--- config.mk ---
export PLATFORM = sky130hd
export DESIGN_NAME = multi_key_debounce_long_press_core
export DESIGN_NICKNAME = d
export VERILOG_FILES = /design/src/hdl/mkdlp_pkg.sv /design/src/hdl/mkdlp_lane.sv /design/src/hdl/mkdlp_phase.sv /design/src/hdl/mkdlp_merge.sv /design/src/hdl/multi_key_debounce_long_press_core.sv
export SDC_FILE = /design/constraint.sdc
export NUM_CORES = 1
export LEC_CHECK = 0
export ABC_AREA = 1
export BUFFER_PORTS_ARGS = -buffer_cell sky130_fd_sc_hd__buf_2
export CORE_AREA = 2 2 210 212
export DETAILED_ROUTE_END_ITERATION = 16
export DIE_AREA = 0 0 212 214
export PLACE_DENSITY = 0.58
export SYNTH_ARGS = -nofsm -noshare
export SYNTH_HDL_FRONTEND = slang
export SYNTH_SLANG_ARGS = --single-unit
--- constraint.sdc ---
create_clock -name aclk -period 7.55 [get_ports aclk]
set_clock_uncertainty 0.1 [all_clocks]
set_input_delay 1.1325 -clock aclk [delete_from_list [all_inputs] [get_ports aclk]]
set_output_delay 1.1325 -clock aclk [all_outputs]
set_load 0.03 [all_outputs]
--- src/hdl/mkdlp_pkg.sv ---
// Shared types and constants for the multi-key debounce / long-press core.
// Used by every module in hdl/; depends on nothing.
package mkdlp_pkg;

    localparam int NUM_KEYS  = 6;
    localparam int PIN_COUNT = 6;
    localparam int DEB_W     = 8;
    localparam int HOLD_W    = 16;
    localparam int EV_W      = 5;
    localparam int OP_W      = 2;
    localparam int KEY_IDX_W = 3;
    localparam int CFG_IDX_W = 2;
    localparam int CFG_DW    = 16;
    localparam int REM_CNT_W = $clog2(HOLD_W);

    localparam logic [HOLD_W-1:0] HOLD_MAX = 16'hFFFF;

    // operation codes
    localparam logic [OP_W-1:0] OP_SCAN = 2'd0;
    localparam logic [OP_W-1:0] OP_READ = 2'd1;
    localparam logic [OP_W-1:0] OP_PEEK = 2'd2;

    // configuration register indexes
    localparam logic [CFG_IDX_W-1:0] REG_DEBOUNCE    = 2'd0;
    localparam logic [CFG_IDX_W-1:0] REG_LONG_TICKS  = 2'd1;
    localparam logic [CFG_IDX_W-1:0] REG_ALT_TICKS   = 2'd2;
    localparam logic [CFG_IDX_W-1:0] REG_HOLD_PERIOD = 2'd3;

    // event bits
    localparam logic [EV_W-1:0] EV_PRESS      = 5'b00001;
    localparam logic [EV_W-1:0] EV_SHORT_REL  = 5'b00010;
    localparam logic [EV_W-1:0] EV_LONG_PRESS = 5'b00100;
    localparam logic [EV_W-1:0] EV_LONG_REL   = 5'b01000;
    localparam logic [EV_W-1:0] EV_HOLD       = 5'b10000;

    localparam logic [DEB_W-1:0]  DEB_RESET    = 8'd2;
    localparam logic [HOLD_W-1:0] LONG_RESET   = 16'd100;
    localparam logic [HOLD_W-1:0] ALT_RESET    = 16'd300;
    localparam logic [HOLD_W-1:0] PERIOD_RESET = 16'd20;

    typedef struct packed {
        logic scan_en;
        logic clear_en;
    } lane_ctrl_t;

    typedef struct packed {
        logic stable_next;
        logic hold_restart;
        logic hold_inc;
    } lane_stat_t;

endpackage

--- src/hdl/mkdlp_lane.sv ---
// One key lane: debounce counter, stable state, hold count and event latch.
// Depends on mkdlp_pkg.
module mkdlp_lane import mkdlp_pkg::*; (
    input  logic              aclk,
    input  logic              aresetn,
    input  lane_ctrl_t        ctrl,
    input  logic              pin_down,
    input  logic              has_long,
    input  logic              has_hold,
    input  logic              hold_hit,
    input  logic [DEB_W-1:0]  debounce_cnt,
    input  logic [HOLD_W-1:0] long_thr,
    output lane_stat_t        stat,
    output logic [EV_W-1:0]   pending,
    output logic [HOLD_W-1:0] hold_count
);

    logic              stable_reg, stable_next;
    logic [DEB_W-1:0]  cnt_reg, cnt_next;
    logic [HOLD_W-1:0] hold_reg, hold_next;
    logic              long_rep_reg, long_rep_next;
    logic [EV_W-1:0]   pend_reg, pend_next;

    logic              differ, commit, stable_scan, long_base, long_scan, inc;
    logic [DEB_W-1:0]  cnt_inc, cnt_scan;
    logic [HOLD_W-1:0] hold_base, hold_scan;
    logic [EV_W-1:0]   rel_ev, pend_scan;

    always_comb begin
        differ      = pin_down != stable_reg;
        cnt_inc     = (cnt_reg < debounce_cnt) ? cnt_reg + 1'b1 : cnt_reg;
        commit      = differ && (cnt_inc >= debounce_cnt);
        stable_scan = commit ? pin_down : stable_reg;
        cnt_scan    = (differ && !commit) ? cnt_inc : '0;
        rel_ev      = (has_long && long_rep_reg) ? EV_LONG_REL : EV_SHORT_REL;
        pend_scan   = pend_reg | (commit ? (pin_down ? EV_PRESS : rel_ev) : '0);
        // a committed change restarts the hold run
        hold_base   = commit ? '0 : hold_reg;
        long_base   = commit ? 1'b0 : long_rep_reg;
        inc         = stable_scan && (hold_base != HOLD_MAX);
        hold_scan   = inc ? hold_base + 1'b1 : hold_base;
        long_scan   = long_base;
        if (stable_scan) begin
            if (has_long && !long_base && (hold_scan >= long_thr)) begin
                long_scan = 1'b1;
                pend_scan = pend_scan | EV_LONG_PRESS;
            end else if (has_hold && long_base && hold_hit) begin
                pend_scan = pend_scan | EV_HOLD;
            end
        end

        stable_next   = stable_reg;
        cnt_next      = cnt_reg;
        hold_next     = hold_reg;
        long_rep_next = long_rep_reg;
        pend_next     = pend_reg;
        if (ctrl.scan_en) begin
            stable_next   = stable_scan;
            cnt_next      = cnt_scan;
            hold_next     = hold_scan;
            long_rep_next = long_scan;
            pend_next     = pend_scan;
        end else if (ctrl.clear_en) begin
            pend_next = '0;
        end
    end

    always_ff @(posedge aclk) begin
        if (!aresetn) begin
            stable_reg   <= 1'b0;
            cnt_reg      <= '0;
            hold_reg     <= '0;
            long_rep_reg <= 1'b0;
            pend_reg     <= '0;
        end else begin
            stable_reg   <= stable_next;
            cnt_reg      <= cnt_next;
            hold_reg     <= hold_next;
            long_rep_reg <= long_rep_next;
            pend_reg     <= pend_next;
        end
    end

    assign stat.stable_next  = stable_next;
    assign stat.hold_restart = commit;
    assign stat.hold_inc     = inc;
    assign pending           = pend_reg;
    assign hold_count        = hold_reg;

endmodule

--- src/hdl/mkdlp_phase.sv ---
// Repeat-phase tracker for key 0: keeps hold_count mod period incrementally and
// rebuilds it with a bit-serial remainder after a period write. Depends on mkdlp_pkg.
module mkdlp_phase import mkdlp_pkg::*; (
    input  logic              aclk,
    input  logic              aresetn,
    input  logic              load,
    input  logic              scan_en,
    input  logic [HOLD_W-1:0] period,
    input  logic [HOLD_W-1:0] hold_count,
    input  lane_stat_t        key_stat,
    output logic              hit,
    output logic              busy
);

    logic [HOLD_W-1:0]    phase_reg;
    logic [HOLD_W-1:0]    rem_reg;
    logic [HOLD_W-1:0]    dvd_reg;
    logic [REM_CNT_W-1:0] cnt_reg;
    logic                 busy_reg;

    logic [HOLD_W-1:0] base, base_inc, step, rem_step;
    logic [HOLD_W:0]   trial, diff;

    always_comb begin
        base     = key_stat.hold_restart ? '0 : phase_reg;
        base_inc = base + 1'b1;
        step     = key_stat.hold_inc ? ((base_inc == period) ? '0 : base_inc) : base;
        hit      = (period != '0) && (step == '0);
        // one restoring step: shift in the next dividend bit, subtract if it fits
        trial    = {rem_reg, dvd_reg[HOLD_W-1]};
        diff     = trial - {1'b0, period};
        rem_step = (trial >= {1'b0, period}) ? diff[HOLD_W-1:0] : trial[HOLD_W-1:0];
    end

    always_ff @(posedge aclk) begin
        if (!aresetn) begin
            phase_reg <= '0;
            busy_reg  <= 1'b0;
            cnt_reg   <= '0;
            rem_reg   <= '0;
            dvd_reg   <= '0;
        end else if (load) begin
            busy_reg <= 1'b1;
            cnt_reg  <= '0;
            rem_reg  <= '0;
            dvd_reg  <= hold_count;
        end else if (busy_reg) begin
            rem_reg <= rem_step;
            dvd_reg <= {dvd_reg[HOLD_W-2:0], 1'b0};
            cnt_reg <= cnt_reg + 1'b1;
            if (cnt_reg == REM_CNT_W'(HOLD_W - 1)) begin
                busy_reg  <= 1'b0;
                phase_reg <= rem_step;
            end
        end else if (scan_en) begin
            phase_reg <= step;
        end
    end

    assign busy = busy_reg;

endmodule

--- src/hdl/mkdlp_merge.sv ---
// Merge stage: picks the addressed key's pending events for a read or peek and
// gathers the stable states of all lanes into the pressed mask. Depends on mkdlp_pkg.
module mkdlp_merge import mkdlp_pkg::*; (
    input  logic [OP_W-1:0]      op,
    input  logic [KEY_IDX_W-1:0] key_idx,
    input  lane_stat_t           stat [NUM_KEYS],
    input  logic [EV_W-1:0]      pending [NUM_KEYS],
    output logic [EV_W-1:0]      events,
    output logic [PIN_COUNT-1:0] pressed_mask
);

    logic [EV_W-1:0] sel;

    always_comb begin
        sel = '0;
        // an index past the last key matches no lane and reads as no events
        for (int i = 0; i < NUM_KEYS; i++) begin
            if (key_idx == KEY_IDX_W'(i)) begin
                sel = pending[i];
            end
        end
        case (op)
            OP_READ, OP_PEEK: events = sel;
            default:          events = '0;
        endcase
        pressed_mask = '0;
        for (int b = 0; b < PIN_COUNT; b++) begin
            if (b < NUM_KEYS) begin
                pressed_mask[b] = stat[b].stable_next;
            end
        end
    end

endmodule

--- src/hdl/multi_key_debounce_long_press_core.sv ---
// Top level of the multi-key debounce / long-press core: lanes, phase tracker,
// merge stage, configuration registers and stream handshake. Depends on mkdlp_pkg.
//
// Each input word is first registered; once the output register is free or
// m_tready is high, the key lanes act on it side by side and the result is
// registered. A new word is taken in only after the held one has executed; a
// finished result may wait on m_tready while the next word is taken in. Writing
// hold_repeat_period starts a bit-serial remainder that realigns key 0's repeat
// phase, and s_tready stays low while it runs. s_tuser carries operation (bits 1:0)
// and key_index (bits 4:2); s_tdata carries key_levels (bits 5:0, low = pressed).
module multi_key_debounce_long_press_core import mkdlp_pkg::*; (
    input  logic                 aclk,
    input  logic                 aresetn,
    input  logic                 cfg_we,
    input  logic [CFG_IDX_W-1:0] cfg_addr,
    input  logic [CFG_DW-1:0]    cfg_wdata,
    input  logic                 s_tvalid,
    output logic                 s_tready,
    input  logic [7:0]           s_tdata,   // key_levels[5:0]
    input  logic [7:0]           s_tuser,   // operation[1:0], key_index[4:2]
    output logic                 m_tvalid,
    input  logic                 m_tready,
    output logic [15:0]          m_tdata    // events[4:0], pressed_mask[10:5]
);

    logic [DEB_W-1:0]  deb_reg;
    logic [HOLD_W-1:0] long_reg, alt_reg, period_reg;

    logic                 in_valid_reg;
    logic [OP_W-1:0]      op_reg;
    logic [PIN_COUNT-1:0] levels_reg;
    logic [KEY_IDX_W-1:0] idx_reg;

    logic        out_valid_reg;
    logic [15:0] out_data_reg;

    logic                 exec, phase_busy, phase_hit, period_load;
    lane_stat_t           stat [NUM_KEYS];
    logic [EV_W-1:0]      pending [NUM_KEYS];
    logic [HOLD_W-1:0]    hold_count [NUM_KEYS];
    logic [EV_W-1:0]      events;
    logic [PIN_COUNT-1:0] pressed_mask;

    assign exec        = in_valid_reg && (!out_valid_reg || m_tready);
    assign s_tready    = !in_valid_reg && !phase_busy;
    assign period_load = cfg_we && (cfg_addr == REG_HOLD_PERIOD);

    always_ff @(posedge aclk) begin
        if (!aresetn) begin
            deb_reg    <= DEB_RESET;
            long_reg   <= LONG_RESET;
            alt_reg    <= ALT_RESET;
            period_reg <= PERIOD_RESET;
        end else if (cfg_we) begin
            unique case (cfg_addr)
                REG_DEBOUNCE:    deb_reg    <= cfg_wdata[DEB_W-1:0];
                REG_LONG_TICKS:  long_reg   <= cfg_wdata[HOLD_W-1:0];
                REG_ALT_TICKS:   alt_reg    <= cfg_wdata[HOLD_W-1:0];
                REG_HOLD_PERIOD: period_reg <= cfg_wdata[HOLD_W-1:0];
                default: ;
            endcase
        end
    end

    // hold the word until the lanes have processed it
    always_ff @(posedge aclk) begin
        if (!aresetn) begin
            in_valid_reg <= 1'b0;
        end else if (s_tvalid && s_tready) begin
            in_valid_reg <= 1'b1;
        end else if (exec) begin
            in_valid_reg <= 1'b0;
        end
    end

    always_ff @(posedge aclk) begin
        if (s_tvalid && s_tready) begin
            op_reg     <= s_tuser[OP_W-1:0];
            idx_reg    <= s_tuser[OP_W +: KEY_IDX_W];
            levels_reg <= s_tdata[PIN_COUNT-1:0];
        end
    end

    genvar gi;
    generate
        for (gi = 0; gi < NUM_KEYS; gi++) begin : g_lane
            lane_ctrl_t        ctrl;
            logic              raw;
            logic [HOLD_W-1:0] thr;

            assign ctrl.scan_en  = exec && (op_reg == OP_SCAN);
            assign ctrl.clear_en = exec && (op_reg == OP_READ) &&
                                   (idx_reg == KEY_IDX_W'(gi));
            assign thr           = (gi == 2) ? alt_reg : long_reg;

            if (gi < PIN_COUNT) begin : g_pin
                assign raw = !levels_reg[gi];
            end else begin : g_nopin
                assign raw = 1'b0;
            end

            mkdlp_lane u_lane (
                .aclk         (aclk),
                .aresetn      (aresetn),
                .ctrl         (ctrl),
                .pin_down     (raw),
                .has_long     ((gi == 0) || (gi == 2)),
                .has_hold     (gi == 0),
                .hold_hit     ((gi == 0) ? phase_hit : 1'b0),
                .debounce_cnt (deb_reg),
                .long_thr     (thr),
                .stat         (stat[gi]),
                .pending      (pending[gi]),
                .hold_count   (hold_count[gi])
            );
        end
    endgenerate

    mkdlp_phase u_phase (
        .aclk       (aclk),
        .aresetn    (aresetn),
        .load       (period_load),
        .scan_en    (exec && (op_reg == OP_SCAN)),
        .period     (period_reg),
        .hold_count (hold_count[0]),
        .key_stat   (stat[0]),
        .hit        (phase_hit),
        .busy       (phase_busy)
    );

    mkdlp_merge u_merge (
        .op           (op_reg),
        .key_idx      (idx_reg),
        .stat         (stat),
        .pending      (pending),
        .events       (events),
        .pressed_mask (pressed_mask)
    );

    always_ff @(posedge aclk) begin
        if (!aresetn) begin
            out_valid_reg <= 1'b0;
        end else if (exec) begin
            out_valid_reg <= 1'b1;
        end else if (m_tready) begin
            out_valid_reg <= 1'b0;
        end
    end

    always_ff @(posedge aclk) begin
        if (exec) begin
            out_data_reg <= {5'b0, pressed_mask, events};
        end
    end

    assign m_tvalid = out_valid_reg;
    assign m_tdata  = out_data_reg;

endmodule
==> results of run 1 <==
-- how the worst max path moves through the flow --
stage,slack (ns),startpoint,cells after the start,to
finish,0.66,g_lane[0].u_lane.cnt_reg[1],42,g_lane[0].u_lane.pending[4]
global route,0.04,deb_reg[1],44,g_lane[2].u_lane.long_rep_reg
CTS,0.31,deb_reg[1],43,g_lane[2].u_lane.pending[2]
detailed placement,0.38,deb_reg[1],43,g_lane[2].u_lane.pending[2]
global placement,0.59,deb_reg[1],43,g_lane[2].u_lane.pending[2]
floorplan,1.20,deb_reg[1],43,g_lane[0].u_lane.pending[4]
-- worst register-to-register path: cells and delay by family, from the launching register on --
family                   cells  cell delay, ns
AO/OA/AOI/OAI                6            1.08
adder cells (fa/ha/maj)      4            0.98
flip-flops                   1            0.40
AND/OR/NAND/NOR             24            3.32
buffers and inverters        6            0.56
XOR/XNOR                     2            0.37
-- layer usage --
metal / global-route usage [%] / up-vias
met5: 0 / -
met1: 24.41 / 6403
met2: 29.81 / 272
met3: 1.906 / 58
li1: - / 7163
met4: 4.977 / 0
-- area by class of cell --
type | instances | share of cell area (%)
clock buffers | 41 | 4.835
clock inverters | 13 | 1.210
inverters | 292 | 6.357
multi-input cells | 1519 | 51.82
flip-flops and latches | 238 | 28.88
well taps | 585 | 4.240
repair buffers | 76 | 2.660
-- per-stage QoR --
step	cells	area, um^2	hold slack (ns)
floorplan	2129	15330	0.3344
global placement	2705	16130	0.3494
detailed placement	2705	16130	0.3516
CTS	2759	17180	0.3602
global route	2764	17260	0.3859
finish	2764	17260	0.3658
-- cells in the mapped netlist, types with 18 or more instances --
cell type	number	area share, %
nand2_1	389	9.5
o211ai_1	28	1.4
edfxtp_1	22	4.3
inv_1	288	7.1
nor2_1	149	3.7
xor2_1	53	3.0
o21ai_0	131	4.3
clkbuf_1	62	1.5
ha_1	150	12
xnor2_1	36	2.1
a31oi_1	31	1.3
dfxtp_1	216	28
nor3_1	34	1.1
o21a_1	18	0.88
nand4_1	34	1.4
nand3_1	129	4.2
a21oi_1	235	7.7
-- repair_timing --
action | 4_1_cts | 5_1_grt
endpoints found under the setup margin | 0 | 3
hold buffers | 0 | 0
hold endpoints to repair | 0 | 0
buffers inserted | 0 | 5
gates resized for setup | 0 | 11
-- power by group through the flow --
| stage | sequential, mW | combinational (mW) | clock (mW) |
|---|---|---|---|
| after CTS | 1.34 | 0.368 | 1.56 |
| after floorplan | 1.36 | 0.259 | 0 |
| final | 1.34 | 0.370 | 1.53 |
| after global routing | 1.34 | 0.423 | 1.61 |
| after global placement | 1.37 | 0.359 | 0 |
| after detailed placement | 1.37 | 0.367 | 0 |
-- logic make-up after synthesis --
logic type                 Yosys count  share of synthesized area (%)
and+or+nand+nor                    780                          22.38
AOI/OAI and AO/OA                  488                          17.65
buffers and inverters              372                          9.476
DFF                                238                          32.55
adders and majority gates          151                          12.38
xor gates and xnor gates            89                          5.089
muxes                                6                         0.4411
other                                1                        0.02448
==> impl_metrics.csv, run 1 <==
group,metric,value,unit
critical_path,worstSetupPathType,"reg -> reg",
cells_and_area,layout_common_cells,"nand2_1 (388), inv_1 (287), a21oi_1 (235)",
min_path,hp-class,"reg -> reg",
yosys,synth_seq_cells,238,
grt,grt_pass1_vias,13100,
yosys,yosys_warnings,0,
critical_path,reg2reg_to,"g_lane[0].u_lane.pending[4]",
yosys,yosys_most_used_dff,"dfxtp_1",
place,portBuffers,46,
sta,tightestPinTransition,0.9874,ns
route,route.detailed.wl_per_inst,14.58,um
route,ant_nets,0,
route,wl_met3,1709,um
route,first_pass_iters,5,
power,swShare,26.70,%
critical_path,cp_common_cell,"nor2_1",
cells_and_area,final_util,40.25,%
route,met2_length,18290,um
grt,grt_pass1_wl,67040,um
clocking,ctsRootBufferMaster,"clkbuf_16",
min_path,hp-start,"g_lane[0].thr[9]",
power,clockPowerShare,47.2,%
grt,antenna_found_initial,0,
route,routed_via_density,5.027,
yosys,synthArstFlopShare,0,%
min_path,min_path_cells,2,
route,vias,13900,
yosys,yosysUniqueCellTypes,56,
clocking,cts_buffer_depth,3,
sta,period_share,91.22,%
min_path,holdPathEnd,"g_lane[0].thr[9]",
critical_path,crit_slowest_cell,"dfxtp_1",
yosys,synth_area,15320,um^2
floorplan,rows,76,
floorplan,die_y,214,um
place,gp_congestion,0.8647,
cells_and_area,final_nets,2346,
grt,gr-usage-all-layers,17.89,%
power,p_switching,864.3,uW
critical_path,crit_buf_inv,6,
yosys,synthCells,2125,
grt,grt_max_degree,101,
clocking,cts_tree,"yes",
floorplan,start_util,35.71,%
job,maxCapViolCount,0,
critical_path,worst_setup_path_end_kind,"flop",
yosys,syn_avg_cell_area,7.208,um^2
cells_and_area,antenna_cells,0,
critical_path,slowest_delay,0.40,ns
cells_and_area,ff_latch_area,4985,um^2
cells_and_area,largest_reg_flops,48,
sta,max-slew-margin-rel,33.67,%
cells_and_area,final_layout_size_suffix_gt1_share,8.031,%
place,dp.final_hpwl,29130,um
floorplan,core,42890,um^2
sta,fmax,145.2,MHz
yosys,synth_edf_count,22,
clocking,cts.clk_slew.worst_paths,0.06,ns
cells_and_area,areaGrowthSynthToFinish,12.70,%
clocking,numClockSinks,238,
floorplan,io_pins,57,
critical_path,crit_family,"simple AND/OR/NAND/NOR gates",
critical_path,reg2reg_setup_slack,0.66,ns
sta,setup_viol,0,
power,total_power,3.237,mW
sta,period_minus_slack,6.887,ns
sta,hold_violations,0,
sta,maxSlewViolCount,0,
cells_and_area,multi_input_area,8945,um^2
critical_path,cp.arrival,7.30,ns
critical_path,worstReg2RegStart,"g_lane[0].u_lane.cnt_reg[1]",
sta,tns,0,ns
sta,rsz0062_at_grt,"no",
power,p_comb_share,11.4,%
cells_and_area,fill_cells,4396,
route,dr.first_iter.drc_count,808,
power,sequentialPowerShare,41.4,%
critical_path,worst_ep_required_time,7.97,ns
clocking,numCtsBuffers,29,
critical_path,reg2reg_depth,42,
clocking,clock_latency,0.58,ns
yosys,seq_area_frac_synth,32.55,%
place,dpl_worst_slack,0.3826,ns
clocking,htree_levels,1,
route,wl,40290,um
run_status,status,"finished, final reports clean",
critical_path,worstSetupStartpointType,"flop",
route,top_layer,"met4",
sta,fin_ws,0.6632,ns
power,p_leak,7.634,nW
power,power_density,187.6,nW/um^2
floorplan,die_w,212,um
power,ir_drop,0.0001658,V
floorplan,dieArea,45370,um^2
grt,grt.overflow.total,0,
cells_and_area,final_common_cell,"nand2_1",
critical_path,path_max_fanout,12,
power,intPower,2.373,mW
route,drc,0,
route,met1Wirelength,19180,um
No activity file was read; power rests on OpenSTA's default activity.
==> run 2: changes to the inputs <==
--- a/config.mk
+++ b/config.mk
@@ -10,6 +10,7 @@
 export CORE_AREA = 2 2 210 212
 export DETAILED_ROUTE_END_ITERATION = 16
 export DIE_AREA = 0 0 212 214
+export GPL_TIMING_DRIVEN = 0
 export PLACE_DENSITY = 0.58
 export SYNTH_ARGS = -nofsm -noshare
 export SYNTH_HDL_FRONTEND = slang
==> run 2 against run 1 <==
Net effect: worst hold slack lost 0.0046 ns; first-iteration DRC count grew 35%; setup slack lost 0.32 ns; global-route usage grew 2.8 points; sequential share of layout area shrank 0.86 points; largest cell class unchanged; highest routed layer unchanged.
==> impl_metrics.csv, run 2 (same netlist as run 1, synthesis figures left out) <==
group,metric,value,unit
run_status,status,"finished, final reports clean",
route,first_pass_iters,7,
clocking,clock_latency,0.57,ns
route,drc,0,
grt,grt_max_degree,14,
critical_path,cp_common_cell,"buf_4",
route,vias,14730,
critical_path,slowest_delay,0.43,ns
sta,tightestPinTransition,1.094,ns
clocking,numClockSinks,238,
sta,tns,0,ns
clocking,ctsRootBufferMaster,"clkbuf_16",
power,ir_drop,0.0001405,V
place,dp.final_hpwl,35000,um
place,portBuffers,45,
critical_path,path_max_fanout,13,
sta,hold_slack,0.3613,ns
critical_path,crit_buf_inv,10,
floorplan,core,42890,um^2
clocking,numCtsBuffers,29,
cells_and_area,final_util,41.51,%
clocking,cts_hold_buf,0,
cells_and_area,final_layout_size_suffix_gt1_share,10.07,%
cells_and_area,largest_reg_flops,48,
place,gp_congestion,0.9067,
sta,setup_viol,0,
critical_path,worst_setup_path_end_kind,"flop",
sta,fin_ws,0.3475,ns
route,wl,47150,um
grt,grt_pass1_vias,13960,
clocking,cts.clk_slew.worst_paths,0.06,ns
sta,fmax,138.8,MHz
critical_path,worst_ep_required_time,7.94,ns
floorplan,rows,76,
cells_and_area,fill_cells,4481,
cells_and_area,final_common_cell,"nand2_1",
grt,gr-usage-all-layers,20.67,%
floorplan,dieArea,45370,um^2
clocking,cts_buffer_depth,3,
sta,period_minus_slack,7.203,ns
route,ant_nets,0,
clocking,htree_levels,1,
place,dpl_worst_slack,-1.369,ns
critical_path,worstSetupStartpointType,"flop",
clocking,cts_tree,"yes",
power,power_density,174.2,nW/um^2
power,p_leak,7.789,nW
critical_path,crit_slowest_cell,"ha_1",
critical_path,crit_family,"simple AND/OR/NAND/NOR gates",
sta,period_share,95.40,%
sta,max-slew-margin-rel,26.54,%
job,maxCapViolCount,0,
floorplan,die_w,212,um
grt,antenna_found_initial,2,
floorplan,start_util,35.71,%
critical_path,worstSetupPathType,"reg -> reg",
floorplan,die_y,214,um
sta,maxSlewViolCount,0,
cells_and_area,layout_common_cells,"nand2_1 (383), inv_1 (278), a21oi_1 (232)",
grt,grt_pass1_wl,75240,um
grt,grt.overflow.total,0,
route,routed_via_density,5.169,
min_path,hp-class,"reg -> reg",
route,dr.first_iter.drc_count,1094,
cells_and_area,areaGrowthSynthToFinish,16.24,%
cells_and_area,final_nets,2435,
critical_path,cp.arrival,7.60,ns
sta,hold_violations,0,
floorplan,io_pins,57,
route,route.detailed.wl_per_inst,16.55,um
-- run 2: changes by cell type in the layout (fill, tap and decap cells not counted), sizes merged --
| cell | delta |
|---|---|
| clkbuf | +61 |
| clkinv | +1 |
| clkinvlp | +9 |
| diode | +1 |
| buf | +27 |
| inv | -9 |
| bufinv | -4 |
-- run 2: report_power, final --
group          leakage, nW  switching (mW)  internal, mW
combinational         5.39           0.285         0.135
clock                0.436           0.564         0.773
sequential            1.96          0.0295          1.31
total                 7.79           0.879          2.22
-- run 2: repair_timing --
action / 4_1_cts / 5_1_grt
setup buffers: 8 / 34
resized for setup: 33 / 48
setup endpoints to repair: 5 / 3
pin swaps: 4 / 27
-- run 2: worst paths after layout --
| path | endpoint | cells past startpoint | slack (ns) | from |
|---|---|---|---|---|
| worst min-delay path | alt_reg[4] | 2 | 0.36 | alt_reg[4] |
| worst max register to register | g_lane[0].u_lane.pending[4] | 41 | 0.35 | deb_reg[5] |
| worst min register to register | alt_reg[4] | 2 | 0.36 | alt_reg[4] |
| worst max-delay path | g_lane[0].u_lane.pending[4] | 41 | 0.35 | deb_reg[5] |
-- run 2: layout make-up --
class,count,area (um^2),area share [%]
clock buffer,40,807.0,4.533
multi-input combinational,1519,9136,51.32
clock inverter,10,80.08,0.4498
inverter,292,1135,6.374
sequential,238,4987,28.01
tap,585,732.0,4.111
timing repair buffer,87,556.8,3.127
buffer,78,366.6,2.059
antenna,1,2.502,0.01406
-- run 2: worst min-delay path: stages (launching register included) --
cell and delay (ns):
dfxtp_1 0.29, inv_1 0.06, a21oi_1 0.06
-- run 2: layer usage --
layer,share of wire (%),track usage (%)
met4,2.7,5.305
met5,0,0
met1,47,28.92
met2,45,33.69
met3,5.0,2.346
-- run 2: metrics by stage --
stage | instances | instance area (um^2) | power (mW)
5_1_grt | 2849 | 17800 | 3.226
3_5_place_dp | 2759 | 16290 | 1.752
6_report | 2850 | 17800 | 3.101
4_1_cts | 2816 | 17360 | 3.109
2_1_floorplan | 2129 | 15330 | 1.623
3_3_place_gp | 2759 | 16290 | 1.746
